--- config.mk ---
export PLATFORM = sky130hd
export DESIGN_NAME = tes_ctrl
export DESIGN_NICKNAME = d
export VERILOG_FILES = /design/src/rtl/core/tes_pkg.sv /design/src/rtl/core/tes_ctrl.sv
export SDC_FILE = /design/constraint.sdc
export NUM_CORES = 1
export LEC_CHECK = 0
export BUFFER_PORTS_ARGS = -buffer_cell sky130_fd_sc_hd__buf_2
export CORE_UTILIZATION = 46
export CTS_BUF_LIST = sky130_fd_sc_hd__clkbuf_4 sky130_fd_sc_hd__clkbuf_8 sky130_fd_sc_hd__clkbuf_16
export CTS_CLUSTER_SIZE = 8
export DETAILED_ROUTE_END_ITERATION = 10
export PLACE_DENSITY = 0.78
export REMOVE_ABC_BUFFERS = 1
export SYNTH_ARGS = -nofsm -noshare
export SYNTH_HDL_FRONTEND = slang
export SYNTH_SLANG_ARGS = --single-unit
--- constraint.sdc ---
create_clock -name clk -period 2.3 [get_ports clk]
set_input_delay 0 -clock clk [delete_from_list [all_inputs] [get_ports clk]]
set_output_delay 0 -clock clk [all_outputs]
set_load 0.01 [all_outputs]
--- src/rtl/core/tes_pkg.sv ---
// Package: widths, codes and controller/datapath link types of the tournament selector.
package tes_pkg;

    localparam int POP_MAX_DEF = 64;
    localparam int DRAW_W      = 20;
    localparam int ID_W        = 16;
    localparam int FIT_W       = 32;
    localparam int CMD_W       = 2;
    localparam int STAT_W      = 3;
    localparam int LIVE_W      = 7;
    localparam int TARGET_W    = 7;

    typedef enum logic [CMD_W-1:0] {
        CMD_LOAD  = 2'd0,
        CMD_TOURN = 2'd1,
        CMD_DRAIN = 2'd2,
        CMD_NONE  = 2'd3
    } cmd_t;

    typedef enum logic [STAT_W-1:0] {
        ST_OK        = 3'd0,
        ST_FULL      = 3'd1,
        ST_RETRY     = 3'd2,
        ST_AT_TARGET = 3'd3,
        ST_EMPTY     = 3'd4
    } status_t;

    typedef enum logic [1:0] {
        OSEL_INFO   = 2'd0,
        OSEL_VICTIM = 2'd1,
        OSEL_DRAIN  = 2'd2
    } out_sel_t;

    typedef struct packed {
        logic     take;
        logic     mod_start;
        logic     mod_step;
        logic     rd_pair;
        logic     mag_load;
        logic     shift_init;
        logic     shift_step;
        logic     load_write;
        logic     cnt_dec;
        logic     cnt_clr;
        logic     drain_init;
        logic     drain_rd;
        logic     drain_adv;
        logic     out_load;
        out_sel_t out_sel;
        status_t  out_status;
    } ctl_cmd_t;

    typedef struct packed {
        cmd_t item_cmd;
        logic item_valid;
        logic full;
        logic empty;
        logic at_target;
        logic mod_done;
        logic same_pos;
        logic shift_done;
        logic drain_last;
        logic out_free;
    } dp_status_t;

endpackage

--- src/rtl/core/tes_ctrl.sv ---
// Controller: sequences load, tournament and drain steps over the datapath.
module tes_ctrl (
    input  logic                clk,
    input  logic                rst_n,
    input  tes_pkg::dp_status_t stat,
    output tes_pkg::ctl_cmd_t   ctl
);
    import tes_pkg::*;

    typedef enum logic [10:0] {
        S_IDLE     = 11'b000_0000_0001,
        S_DISPATCH = 11'b000_0000_0010,
        S_MOD      = 11'b000_0000_0100,
        S_CHECK    = 11'b000_0000_1000,
        S_MAG      = 11'b000_0001_0000,
        S_CMP      = 11'b000_0010_0000,
        S_SHIFT    = 11'b000_0100_0000,
        S_EMIT     = 11'b000_1000_0000,
        S_DR_RD    = 11'b001_0000_0000,
        S_DR_EMIT  = 11'b010_0000_0000,
        S_SPARE    = 11'b100_0000_0000
    } state_t;

    state_t   state_reg;
    state_t   state_next;
    status_t  status_reg;
    status_t  status_next;
    out_sel_t sel_reg;
    out_sel_t sel_next;

    always_ff @(posedge clk or negedge rst_n)
    begin
        if (!rst_n)
        begin
            state_reg  <= S_IDLE;
            status_reg <= ST_OK;
            sel_reg    <= OSEL_INFO;
        end
        else
        begin
            state_reg  <= state_next;
            status_reg <= status_next;
            sel_reg    <= sel_next;
        end
    end

    always_comb
    begin
        ctl         = '0;
        state_next  = state_reg;
        status_next = status_reg;
        sel_next    = sel_reg;

        unique case (state_reg)
            S_IDLE:
            begin
                ctl.take = 1'b1;
                if (stat.item_valid)
                begin
                    state_next = S_DISPATCH;
                end
            end
            S_DISPATCH:
            begin
                sel_next    = OSEL_INFO;
                status_next = ST_OK;
                unique case (stat.item_cmd)
                    CMD_LOAD:
                    begin
                        state_next = S_EMIT;
                        if (stat.full)
                        begin
                            status_next = ST_FULL;
                        end
                        else
                        begin
                            ctl.load_write = 1'b1;
                        end
                    end
                    CMD_TOURN:
                    begin
                        if (stat.empty)
                        begin
                            status_next = ST_EMPTY;
                            state_next  = S_EMIT;
                        end
                        else if (stat.at_target)
                        begin
                            status_next = ST_AT_TARGET;
                            state_next  = S_EMIT;
                        end
                        else
                        begin
                            ctl.mod_start = 1'b1;
                            state_next    = S_MOD;
                        end
                    end
                    CMD_DRAIN:
                    begin
                        if (stat.empty)
                        begin
                            status_next = ST_EMPTY;
                            state_next  = S_EMIT;
                        end
                        else
                        begin
                            ctl.drain_init = 1'b1;
                            state_next     = S_DR_RD;
                        end
                    end
                    default:
                    begin
                        // Unused command: drop the item.
                        state_next = S_IDLE;
                    end
                endcase
            end
            S_MOD:
            begin
                if (stat.mod_done)
                begin
                    state_next = S_CHECK;
                end
                else
                begin
                    ctl.mod_step = 1'b1;
                end
            end
            S_CHECK:
            begin
                if (stat.same_pos)
                begin
                    status_next = ST_RETRY;
                    state_next  = S_EMIT;
                end
                else
                begin
                    ctl.rd_pair = 1'b1;
                    state_next  = S_MAG;
                end
            end
            S_MAG:
            begin
                ctl.mag_load = 1'b1;
                state_next   = S_CMP;
            end
            S_CMP:
            begin
                ctl.shift_init = 1'b1;
                state_next     = S_SHIFT;
            end
            S_SHIFT:
            begin
                if (stat.shift_done)
                begin
                    ctl.cnt_dec = 1'b1;
                    sel_next    = OSEL_VICTIM;
                    state_next  = S_EMIT;
                end
                else
                begin
                    ctl.shift_step = 1'b1;
                end
            end
            S_EMIT:
            begin
                if (stat.out_free)
                begin
                    ctl.out_load   = 1'b1;
                    ctl.out_sel    = sel_reg;
                    ctl.out_status = status_reg;
                    state_next     = S_IDLE;
                end
            end
            S_DR_RD:
            begin
                ctl.drain_rd = 1'b1;
                state_next   = S_DR_EMIT;
            end
            S_DR_EMIT:
            begin
                if (stat.out_free)
                begin
                    ctl.out_load  = 1'b1;
                    ctl.out_sel   = OSEL_DRAIN;
                    ctl.drain_adv = 1'b1;
                    if (stat.drain_last)
                    begin
                        ctl.cnt_clr = 1'b1;
                        state_next  = S_IDLE;
                    end
                    else
                    begin
                        state_next = S_DR_RD;
                    end
                end
            end
            default:
            begin
                state_next = S_IDLE;
            end
        endcase
    end

endmodule

==> flow_summary_export.csv, run 1 <==
group,metric,value,unit
placement,place_worst_setup_slack,0.0104,ns
clocking,cts_sinks,14,
critical_path,crit_chain,"or4_4 > or4_4 > or2_4 > nor2_2 > buf_2",
yosys,netlist_instances,115,
global_route,antenna_found_initial,0,
critical_path,slowest_stage,"sky130_fd_sc_hd__or4_4",
detailed_routing,ant_nets,0,
floorplan,die_height,50.4,um
floorplan,row_count,17,
timing,worst_hold_margin,0.0484,ns
critical_path,timing.critical_path.arrival,2.27,ns
yosys,synth_ff_type,"sky130_fd_sc_hd__dfrtp_1",
detailed_routing,detail_route.drc_violations,0,
yosys,distinct_cells_synth,49,
timing,drv_slew,0,
yosys,synth_top_family_by_area,"simple AND/OR/NAND/NOR gates",
yosys,synth_largest_area_cell,"sky130_fd_sc_hd__dfrtp_1",
yosys,synth_adder_area_share,0,
critical_path,timing.critical_path.slowest_cell_delay,0.59,ns
critical_path,crit_required,2.30,ns
critical_path,critPathBufInv,1,
power_and_ir_drop,report.power.total,1070,uW
critical_path,cpLargestDelayFamily,"simple AND/OR/NAND/NOR gates",
timing,finalCritPeriodShare,0.985,
clocking,clockBufferDepth,2,
yosys,seq_area_frac_synth,0.327,
yosys,post_synth.cell_area_avg,9.36,sq um
timing,report.final.hold_viol_count,0,
floorplan,core_area,2210,sq um
global_route,global_route.overflow_total,0,
timing,finalWorstPathRequiredPeriod,2.27,ns
detailed_routing,wirelength,2.58,mm
hold_path,hold_path_class,"primary input to register",
timing,clock_skew,0.00476,ns
detailed_routing,drt-wirelength-per-cell,14.1,um
final_layout,post_route_cells_drive_above_1_share,0.477,
clocking,cts_made_buffers,3,
yosys,synth_edf_count,0,
timing,max_slew_margin,0.702,
timing,worstMarginPinSlew,0.435,ns
placement,finalWeightedCongestion,0.874,
placement,dp.cells,173,
yosys,yosys_register_bits,14,
global_route,groute.usage.overall,0.225,
final_layout,area_delta_synth_final,29.1,%
timing,unrepaired_setup_endpoints_after_global_routing,"yes",
global_route,number_of_global_route_vias_before_repair,979,
timing,finalSetupViolations,0,
power_and_ir_drop,vdd.ir_drop.worst,0.000444,V
run_status,run_status,"finished, final reports clean",
clocking,cts.clk_slew.worst_paths,0.09,ns
floorplan,die_x,50.4,um
yosys,syn_area,1080,sq um
floorplan,initial_cell_density_of_the_core,0.486,
final_layout,n_antenna_cell,0,
yosys,async_flop_share,1.00,
detailed_routing,routed-via-count,1003,
yosys,yosysWarningCount,0,
critical_path,critPathLaunchType,"register",
clocking,tritoncts,"built",
power_and_ir_drop,cellPowerDensity,771,nW/um^2
timing,timing.fmax,441,MHz
clocking,cts_max_level,1,
detailed_routing,drt-initial-drc-count,8,
clocking,clockRootBuffer,"sky130_fd_sc_hd__clkbuf_4",
placement,io_buffers,31,
final_layout,final_nets,169,
yosys,yosys.area_share.xor_xnor,0.0326,
yosys,post-synth-top-count-cell,"sky130_fd_sc_hd__dfrtp_1",
detailed_routing,avgViaCountPerCell,5.48,
global_route,grt_max_degree,15,
yosys,synth-simple-area-share,0.338,
placement,dp_hpwl,1.95,mm
final_layout,finalNonFillerCells,183,
final_layout,largest_reg_flops,10,
power_and_ir_drop,static-leakage-power,0.000731,uW
critical_path,setup.worst_path.class,"register to output pin",
critical_path,critPathCaptureType,"output pin",
global_route,grt_first_pass_wirelength,4.40,mm
yosys,synth_top_cells_by_count,"sky130_fd_sc_hd__dfrtp_1, sky130_fd_sc_hd__nor2_1, sky130_fd_sc_hd__inv_1, sky130_fd_sc_hd__nor4b_1",
critical_path,critical_path_peak_fanout,6,
clocking,clock_insertion_delay_worst_skew,0.28,ns
timing,timing.final.ws_setup,0.0335,ns
yosys,largest_cells_by_area_after_synthesis,"sky130_fd_sc_hd__dfrtp_1, sky130_fd_sc_hd__nor4b_1, sky130_fd_sc_hd__buf_6, sky130_fd_sc_hd__nor2_1, sky130_fd_sc_hd__or4_4",
yosys,synth_top_area_frac,0.302,
floorplan,fp.dieArea,2540,sq um
critical_path,critPathMostFrequentCell,"sky130_fd_sc_hd__or4_4",
yosys,synth-compound-area-share,0.156,
yosys,muxShareOfSynthArea,0.0372,
floorplan,ioPinCount,32,
detailed_routing,drt-pass1-iter-count,4,
job,max-cap-violations,0,
==> worst paths after layout <==
kind / slack [ns] / from / endpoint / cells after the start
worst max-delay path: 0.03 / state_reg[3]$_DFFE_PN0P_ / ctl[10] / 5
worst min-delay path: 0.05 / stat[2] / state_reg[6]$_DFFE_PN0P_ / 3
worst max register to register: 0.09 / state_reg[3]$_DFFE_PN0P_ / state_reg[7]$_DFFE_PN0P_ / 5
worst min register to register: 0.49 / sel_reg[0]$_DFFE_PN0P_ / sel_reg[0]$_DFFE_PN0P_ / 1
max in group asynchronous: 1.88 / rst_n / state_reg[0]$_DFFE_PN1P_ / 2
min in group asynchronous: 0.14 / rst_n / sel_reg[0]$_DFFE_PN0P_ / 2
==> layout make-up <==
class,count,area (sq um)
inverters,6,22.5
flip-flops and latches,14,352
well taps,28,35.0
multi-input cells,83,649
clock buffers,4,36.3
fillers,204,823
repair buffers,48,294
==> kinds of logic after synthesis <==
| family | count (synthesis) |
|---|---|
| simple gates | 55 |
| compound gates | 21 |
| buf+inv | 18 |
| flops | 14 |
| xor+xnor | 4 |
| mux | 3 |
==> per-stage QoR <==
step / cell area, sq um / utilization / TNS, ns
6_report: 1390 / 0.628 / 0
5_1_grt: 1390 / 0.628 / -0.0344
4_1_cts: 1350 / 0.609 / 0
3_5_place_dp: 1250 / 0.567 / 0
3_3_place_gp: 1250 / 0.567 / 0
2_1_floorplan: 981 / - / -0.0539
==> tightest hold or removal path: cells and delay by family <==
| kind | cells | cell delay [ns] |
|---|---|---|
| AND/OR/NAND/NOR | 2 | 0.20 |
| buffers and inverters | 1 | 0.10 |
==> layout by cell type, fill, tap and decap left out, types with 4 or more instances in the layout <==
cell type | Yosys | layout
sky130_fd_sc_hd__and3_1 | 5 | 5
sky130_fd_sc_hd__nor2_1 | 10 | 9
sky130_fd_sc_hd__dfrtp_1 | 13 | 13
sky130_fd_sc_hd__buf_2 | 1 | 31
sky130_fd_sc_hd__nand2_1 | 4 | 4
sky130_fd_sc_hd__or4_4 | 3 | 4
sky130_fd_sc_hd__nor4b_2 | 0 | 4
sky130_fd_sc_hd__inv_1 | 6 | 6
sky130_fd_sc_hd__o21ai_0 | 5 | 5
sky130_fd_sc_hd__buf_4 | 2 | 13
==> metal layers <==
layer / global-route usage / part of all wire
met2: 0.396 / 0.51
met1: 0.292 / 0.45
met3: 0.0333 / 0.036
met4: 0.0417 / 0.010
met5: 0 / 0
==> power breakdown <==
group          internal [uW]  switching, uW  total [uW]
logic                    282            273         555
registers                303           34.1         337
clock network           96.3           82.4         179
==> what timing repair did <==
action	4_1_cts	5_1_grt
pin swaps	0	1
hold buffers	3	0
buffers inserted	1	2
gates resized for setup	4	5
hold endpoints to repair	16	0
endpoints found under the setup margin	5	10
Power figures use the tool's default switching activity.
==> run 2: changes to the inputs <==
Settings changed: CORE_UTILIZATION 46 to 50, PLACE_DENSITY 0.78 to 0.81.
Clock period 2.3 ns to 2.55 ns, I/O delays scaled along.
==> run 2 against run 1 <==
  * Worst setup slack better by 0.15 ns
  * Sequential power down 2%
  * Cell count shrank 4.9%
==> flow_summary_export.csv, run 2 (same netlist as run 1, synthesis figures left out) <==
group,metric,value,unit
run_status,run_status,"finished, final reports clean",
final_layout,area_delta_synth_final,19.1,%
critical_path,timing.critical_path.arrival,2.36,ns
timing,finalCritPeriodShare,0.927,
timing,finalSetupViolations,0,
detailed_routing,wirelength,2.57,mm
detailed_routing,drt-pass1-iter-count,4,
clocking,tritoncts,"built",
critical_path,crit_required,2.55,ns
final_layout,n_antenna_cell,0,
timing,timing.fmax,423,MHz
final_layout,fillCellCount,173,
clocking,postCtsSetupBuffers,0,
clocking,cts.clk_slew.worst_paths,0.09,ns
detailed_routing,detail_route.drc_violations,0,
floorplan,fp.dieArea,2340,sq um
global_route,number_of_global_route_vias_before_repair,914,
clocking,clockRootBuffer,"sky130_fd_sc_hd__clkbuf_4",
timing,drv_slew,0,
placement,dp_hpwl,1.90,mm
clocking,clock_insertion_delay_worst_skew,0.30,ns
global_route,global_route.overflow_total,0,
final_layout,largest_reg_flops,10,
floorplan,row_count,16,
placement,finalWeightedCongestion,0.849,
floorplan,die_x,48.4,um
hold_path,hold_path_class,"primary input to register",
timing,report.final.hold_viol_count,0,
final_layout,final_nets,161,
detailed_routing,avgViaCountPerCell,5.74,
timing,unrepaired_setup_endpoints_after_global_routing,"no",
clocking,cts_max_level,1,
timing,timing.final.ws_setup,0.186,ns
critical_path,setup.worst_path.class,"register to output pin",
clocking,clockBufferDepth,2,
placement,io_buffers,31,
global_route,antenna_found_initial,0,
clocking,cts_sinks,14,
global_route,grt_max_degree,15,
final_layout,commonest_cells_after_routing_fill_and_taps_aside,"sky130_fd_sc_hd__buf_2, sky130_fd_sc_hd__dfrtp_1, sky130_fd_sc_hd__nor2_1, sky130_fd_sc_hd__inv_1, sky130_fd_sc_hd__buf_4",
final_layout,mostFrequentLayoutCell,"sky130_fd_sc_hd__buf_2",
timing,clock_skew,0.00733,ns
power_and_ir_drop,static-leakage-power,0.000682,uW
floorplan,die_height,48.4,um
detailed_routing,drt-wirelength-per-cell,14.8,um
floorplan,initial_cell_density_of_the_core,0.538,
clocking,cts_made_buffers,3,
critical_path,critical_path_peak_fanout,8,
detailed_routing,drt-initial-drc-count,24,
final_layout,post_route_cells_drive_above_1_share,0.415,
power_and_ir_drop,cellPowerDensity,700,nW/um^2
detailed_routing,ant_nets,0,
critical_path,critPathCaptureType,"output pin",
timing,max_slew_margin,0.700,
floorplan,core_area,2000,sq um
power_and_ir_drop,vdd.ir_drop.worst,0.000483,V
global_route,groute.usage.overall,0.226,
global_route,grt_first_pass_wirelength,4.12,mm
floorplan,ioPinCount,32,
critical_path,critPathLaunchType,"register",
job,max-cap-violations,0,
detailed_routing,routed-via-count,999,
placement,place_worst_setup_slack,0.264,ns
timing,setup_total_neg_slack,0,ns
timing,finalWorstPathRequiredPeriod,2.36,ns
timing,worstMarginPinSlew,0.439,ns
final_layout,finalCoreUtilization,0.640,
-- run 2: critical path, cell delays in order (launching register included) --
cell                      delay (ns)
sky130_fd_sc_hd__dfrtp_1        0.46
sky130_fd_sc_hd__or4_1          0.69
sky130_fd_sc_hd__nor2_1         0.14
sky130_fd_sc_hd__nand4_1        0.14
sky130_fd_sc_hd__nor4b_1        0.42
sky130_fd_sc_hd__buf_2          0.21
-- run 2: layout make-up --
| class | instances | area (sq um) | area share |
|---|---|---|---|
| clock buffers | 4 | 30.0 | 0.0234 |
| multi-input cells | 83 | 613 | 0.479 |
| well taps | 27 | 33.8 | 0.0264 |
| inverters | 6 | 22.5 | 0.0176 |
| repair buffers | 40 | 230 | 0.180 |
| flip-flops and latches | 14 | 352 | 0.274 |
-- run 2: power breakdown --
part / internal, uW / switching, uW
registers: 274 / 54.6
logic: 213 / 208
clock network: 71.7 / 75.5
-- run 2: per-layer routing --
| metal | vias to the layer above | part of all wire | global-route usage |
|---|---|---|---|
| met4 | 0 | 0.014 | 0.0735 |
| met2 | 27 | 0.51 | 0.385 |
| met3 | 5 | 0.042 | 0.0692 |
| met5 | - | 0 | 0 |
| met1 | 484 | 0.44 | 0.272 |
| li1 | 483 | - | - |
-- run 2: repair_timing --
item,4_1_cts,5_1_grt
setup endpoints to repair,0,1
hold endpoints to repair,16,0
resized for setup,0,1
hold buffers,3,0
-- run 2: final timing paths --
check / from / end / slack (ns) / cells after the start
setup / recovery: state_reg[5]$_DFFE_PN0P_ / ctl[8] / 0.19 / 5
hold / removal: stat[2] / state_reg[6]$_DFFE_PN0P_ / 0.03 / 3
setup reg to reg: state_reg[5]$_DFFE_PN0P_ / state_reg[7]$_DFFE_PN0P_ / 0.22 / 4
hold reg to reg: sel_reg[0]$_DFFE_PN0P_ / sel_reg[0]$_DFFE_PN0P_ / 0.53 / 1
max in group asynchronous: rst_n / state_reg[0]$_DFFE_PN1P_ / 2.13 / 2
min in group asynchronous: rst_n / state_reg[5]$_DFFE_PN0P_ / 0.12 / 2
-- run 2: through the flow --
step	cells	area (sq um)	total power, uW	hold slack [ns]
final	174	1280	897	0.0303
after global routing	174	1280	947	0.0367
after CTS	174	1270	887	0.0277
after detailed placement	167	1210	735	-0.0844
after global placement	167	1210	719	-0.0879
after floorplan	103	981	607	-0.296
==> run 3: changes to the inputs <==
Settings changed: CAP_MARGIN set to 20, REMOVE_ABC_BUFFERS 1 to not set, SLEW_MARGIN set to 15.
==> run 3 against run 2 <==
  * Cell area is 0.49% higher
  * Critical path type unchanged
  * Highest routed layer unchanged
  * Sequential cell count unchanged
  * Hold slack worse by 0.0063 ns
  * Non-clock buffer count did not move
==> flow_summary_export.csv, run 3 (same netlist as run 1, synthesis figures left out) <==
group,metric,value,unit
detailed_routing,detail_route.drc_violations,0,
critical_path,critical_path_peak_fanout,11,
critical_path,cp-startpoint,"state_reg[5]$_DFFE_PN0P_",
final_layout,mostFrequentLayoutCell,"sky130_fd_sc_hd__buf_2",
timing,timing.final.ws_setup,0.205,ns
power_and_ir_drop,cellPowerDensity,706,nW/um^2
timing,setup_total_neg_slack,0,ns
global_route,grt_max_degree,15,
clocking,clock_insertion_delay_worst_skew,0.29,ns
timing,unrepaired_setup_endpoints_after_global_routing,"no",
final_layout,n_antenna_cell,0,
placement,placement.cell_area,1210,sq um
critical_path,crit_required,2.55,ns
detailed_routing,avgViaCountPerCell,5.73,
final_layout,commonest_cells_after_routing_fill_and_taps_aside,"sky130_fd_sc_hd__buf_2, sky130_fd_sc_hd__dfrtp_1, sky130_fd_sc_hd__nor2_1, sky130_fd_sc_hd__inv_1, sky130_fd_sc_hd__buf_4",
floorplan,row_count,16,
critical_path,crit-reg2reg-capture,"state_reg[7]$_DFFE_PN0P_",
job,max-cap-violations,0,
run_status,run_status,"finished, final reports clean",
floorplan,fp.dieArea,2340,sq um
detailed_routing,drt-pass1-iter-count,5,
power_and_ir_drop,vdd.ir_drop.worst,0.000466,V
clocking,clockRootBuffer,"sky130_fd_sc_hd__clkbuf_4",
detailed_routing,routed-via-count,997,
timing,report.final.hold_viol_count,0,
clocking,cts_max_level,1,
final_layout,fin_area,1290,sq um
timing,finalSetupViolations,0,
critical_path,rrSetupSlack,0.22,ns
global_route,grt_first_pass_wirelength,4.20,mm
clocking,postCtsSetupBuffers,0,
final_layout,post_route_cells_drive_above_1_share,0.415,
floorplan,die_height,48.4,um
detailed_routing,ant_nets,0,
timing,worstMarginPinSlew,0.586,ns
clocking,clockBufferDepth,2,
global_route,groute.usage.overall,0.235,
detailed_routing,wirelength,2.48,mm
global_route,number_of_global_route_vias_before_repair,975,
critical_path,timing.critical_path.arrival,2.34,ns
final_layout,area_delta_synth_final,19.7,%
timing,finalCritPeriodShare,0.920,
critical_path,setup.worst_path.class,"register to output pin",
critical_path,reg2regPathDepth,4,
placement,finalWeightedCongestion,0.841,
floorplan,die_x,48.4,um
clocking,cts_sinks,14,
clocking,tritoncts,"built",
final_layout,final_nets,161,
timing,drv_slew,0,
timing,finalWorstPathRequiredPeriod,2.34,ns
placement,dp_hpwl,1.92,mm
detailed_routing,drt-initial-drc-count,46,
clocking,cts_made_buffers,3,
global_route,antenna_found_initial,0,
timing,worst_hold_margin,0.0239,ns
timing,clock_skew,0.00466,ns
hold_path,hold_path_class,"primary input to register",
timing,max_slew_margin,0.599,
critical_path,setup.worst_path.end,"ctl[17]",
yosys,mappedNetlistNets,128,
floorplan,core_area,2000,sq um
clocking,cts.clk_slew.worst_paths,0.09,ns
global_route,global_route.overflow_total,0,
final_layout,largest_reg_flops,10,
power_and_ir_drop,static-leakage-power,0.000684,uW
floorplan,ioPinCount,32,
critical_path,critPathCaptureType,"output pin",
critical_path,r2r_start,"state_reg[5]$_DFFE_PN0P_",
placement,io_buffers,31,
critical_path,critPathLaunchType,"register",
placement,place_worst_setup_slack,0.264,ns
timing,timing.fmax,426,MHz
floorplan,initial_cell_density_of_the_core,0.538,
detailed_routing,drt-wirelength-per-cell,14.2,um
-- run 3: cell counts in the layout (fill, tap and decap cells not counted) --
Identical to the previous run, type by type.
-- run 3: power by group --
| part | switching (uW) | internal (uW) | total (uW) |
|---|---|---|---|
| registers | 52.6 | 274 | 327 |
| clock network | 78.0 | 87.2 | 165 |
| logic | 205 | 213 | 417 |
-- run 3: layout make-up --
cell class,instances,area [sq um]
clock buffers,4,36.3
fillers,169,714
repair buffers,40,230
multi-input cells,83,613
flip-flops and latches,14,352
well taps,27,33.8
inverters,6,22.5
-- run 3: layer usage --
layer  up-vias  GRT usage  wire (um)  share of wire
met5         -          0          0              0
met4         0     0.0882         44          0.018
met3         5     0.0472        120          0.048
met2        31      0.427       1260           0.51
met1       475      0.271       1050           0.42
li1        486          -          -              -
-- run 3: how the worst min path moves through the flow --
| stage | start | end | slack, ns | cells past startpoint |
|---|---|---|---|---|
| after floorplan | rst_n | sel_reg[0]$_DFFE_PN0P_ | -0.30 | 0 |
| after CTS | stat[2] | state_reg[6]$_DFFE_PN0P_ | 0.03 | 3 |
| final | stat[2] | state_reg[6]$_DFFE_PN0P_ | 0.02 | 3 |
| after global placement | rst_n | state_reg[5]$_DFFE_PN0P_ | -0.09 | 1 |
| after global routing | stat[2] | state_reg[6]$_DFFE_PN0P_ | 0.03 | 3 |
| after detailed placement | rst_n | state_reg[3]$_DFFE_PN0P_ | -0.09 | 1 |
-- run 3: metrics by stage --
step / util / power (uW) / std cells
floorplan: - / 658 / 115
global route: 0.643 / 965 / 174
global placement: 0.607 / 715 / 167
detailed placement: 0.607 / 733 / 167
CTS: 0.640 / 899 / 174
finish: 0.643 / 909 / 174
-- run 3: timing repair --
item | CTS | global route
hold buffers | 3 | 0
endpoints found under the setup margin | 0 | 1
endpoints found under the hold margin | 16 | 0
gates resized for setup | 0 | 1
-- run 3: critical path, stage by stage, from the launching register on --
cell and delay (ns):
sky130_fd_sc_hd__dfrtp_1 0.45, sky130_fd_sc_hd__or4_1 0.68, sky130_fd_sc_hd__nor2_1 0.14, sky130_fd_sc_hd__nand4_1 0.14, sky130_fd_sc_hd__buf_4 0.22, sky130_fd_sc_hd__nor3_1 0.23
sky130_fd_sc_hd__buf_2 0.18
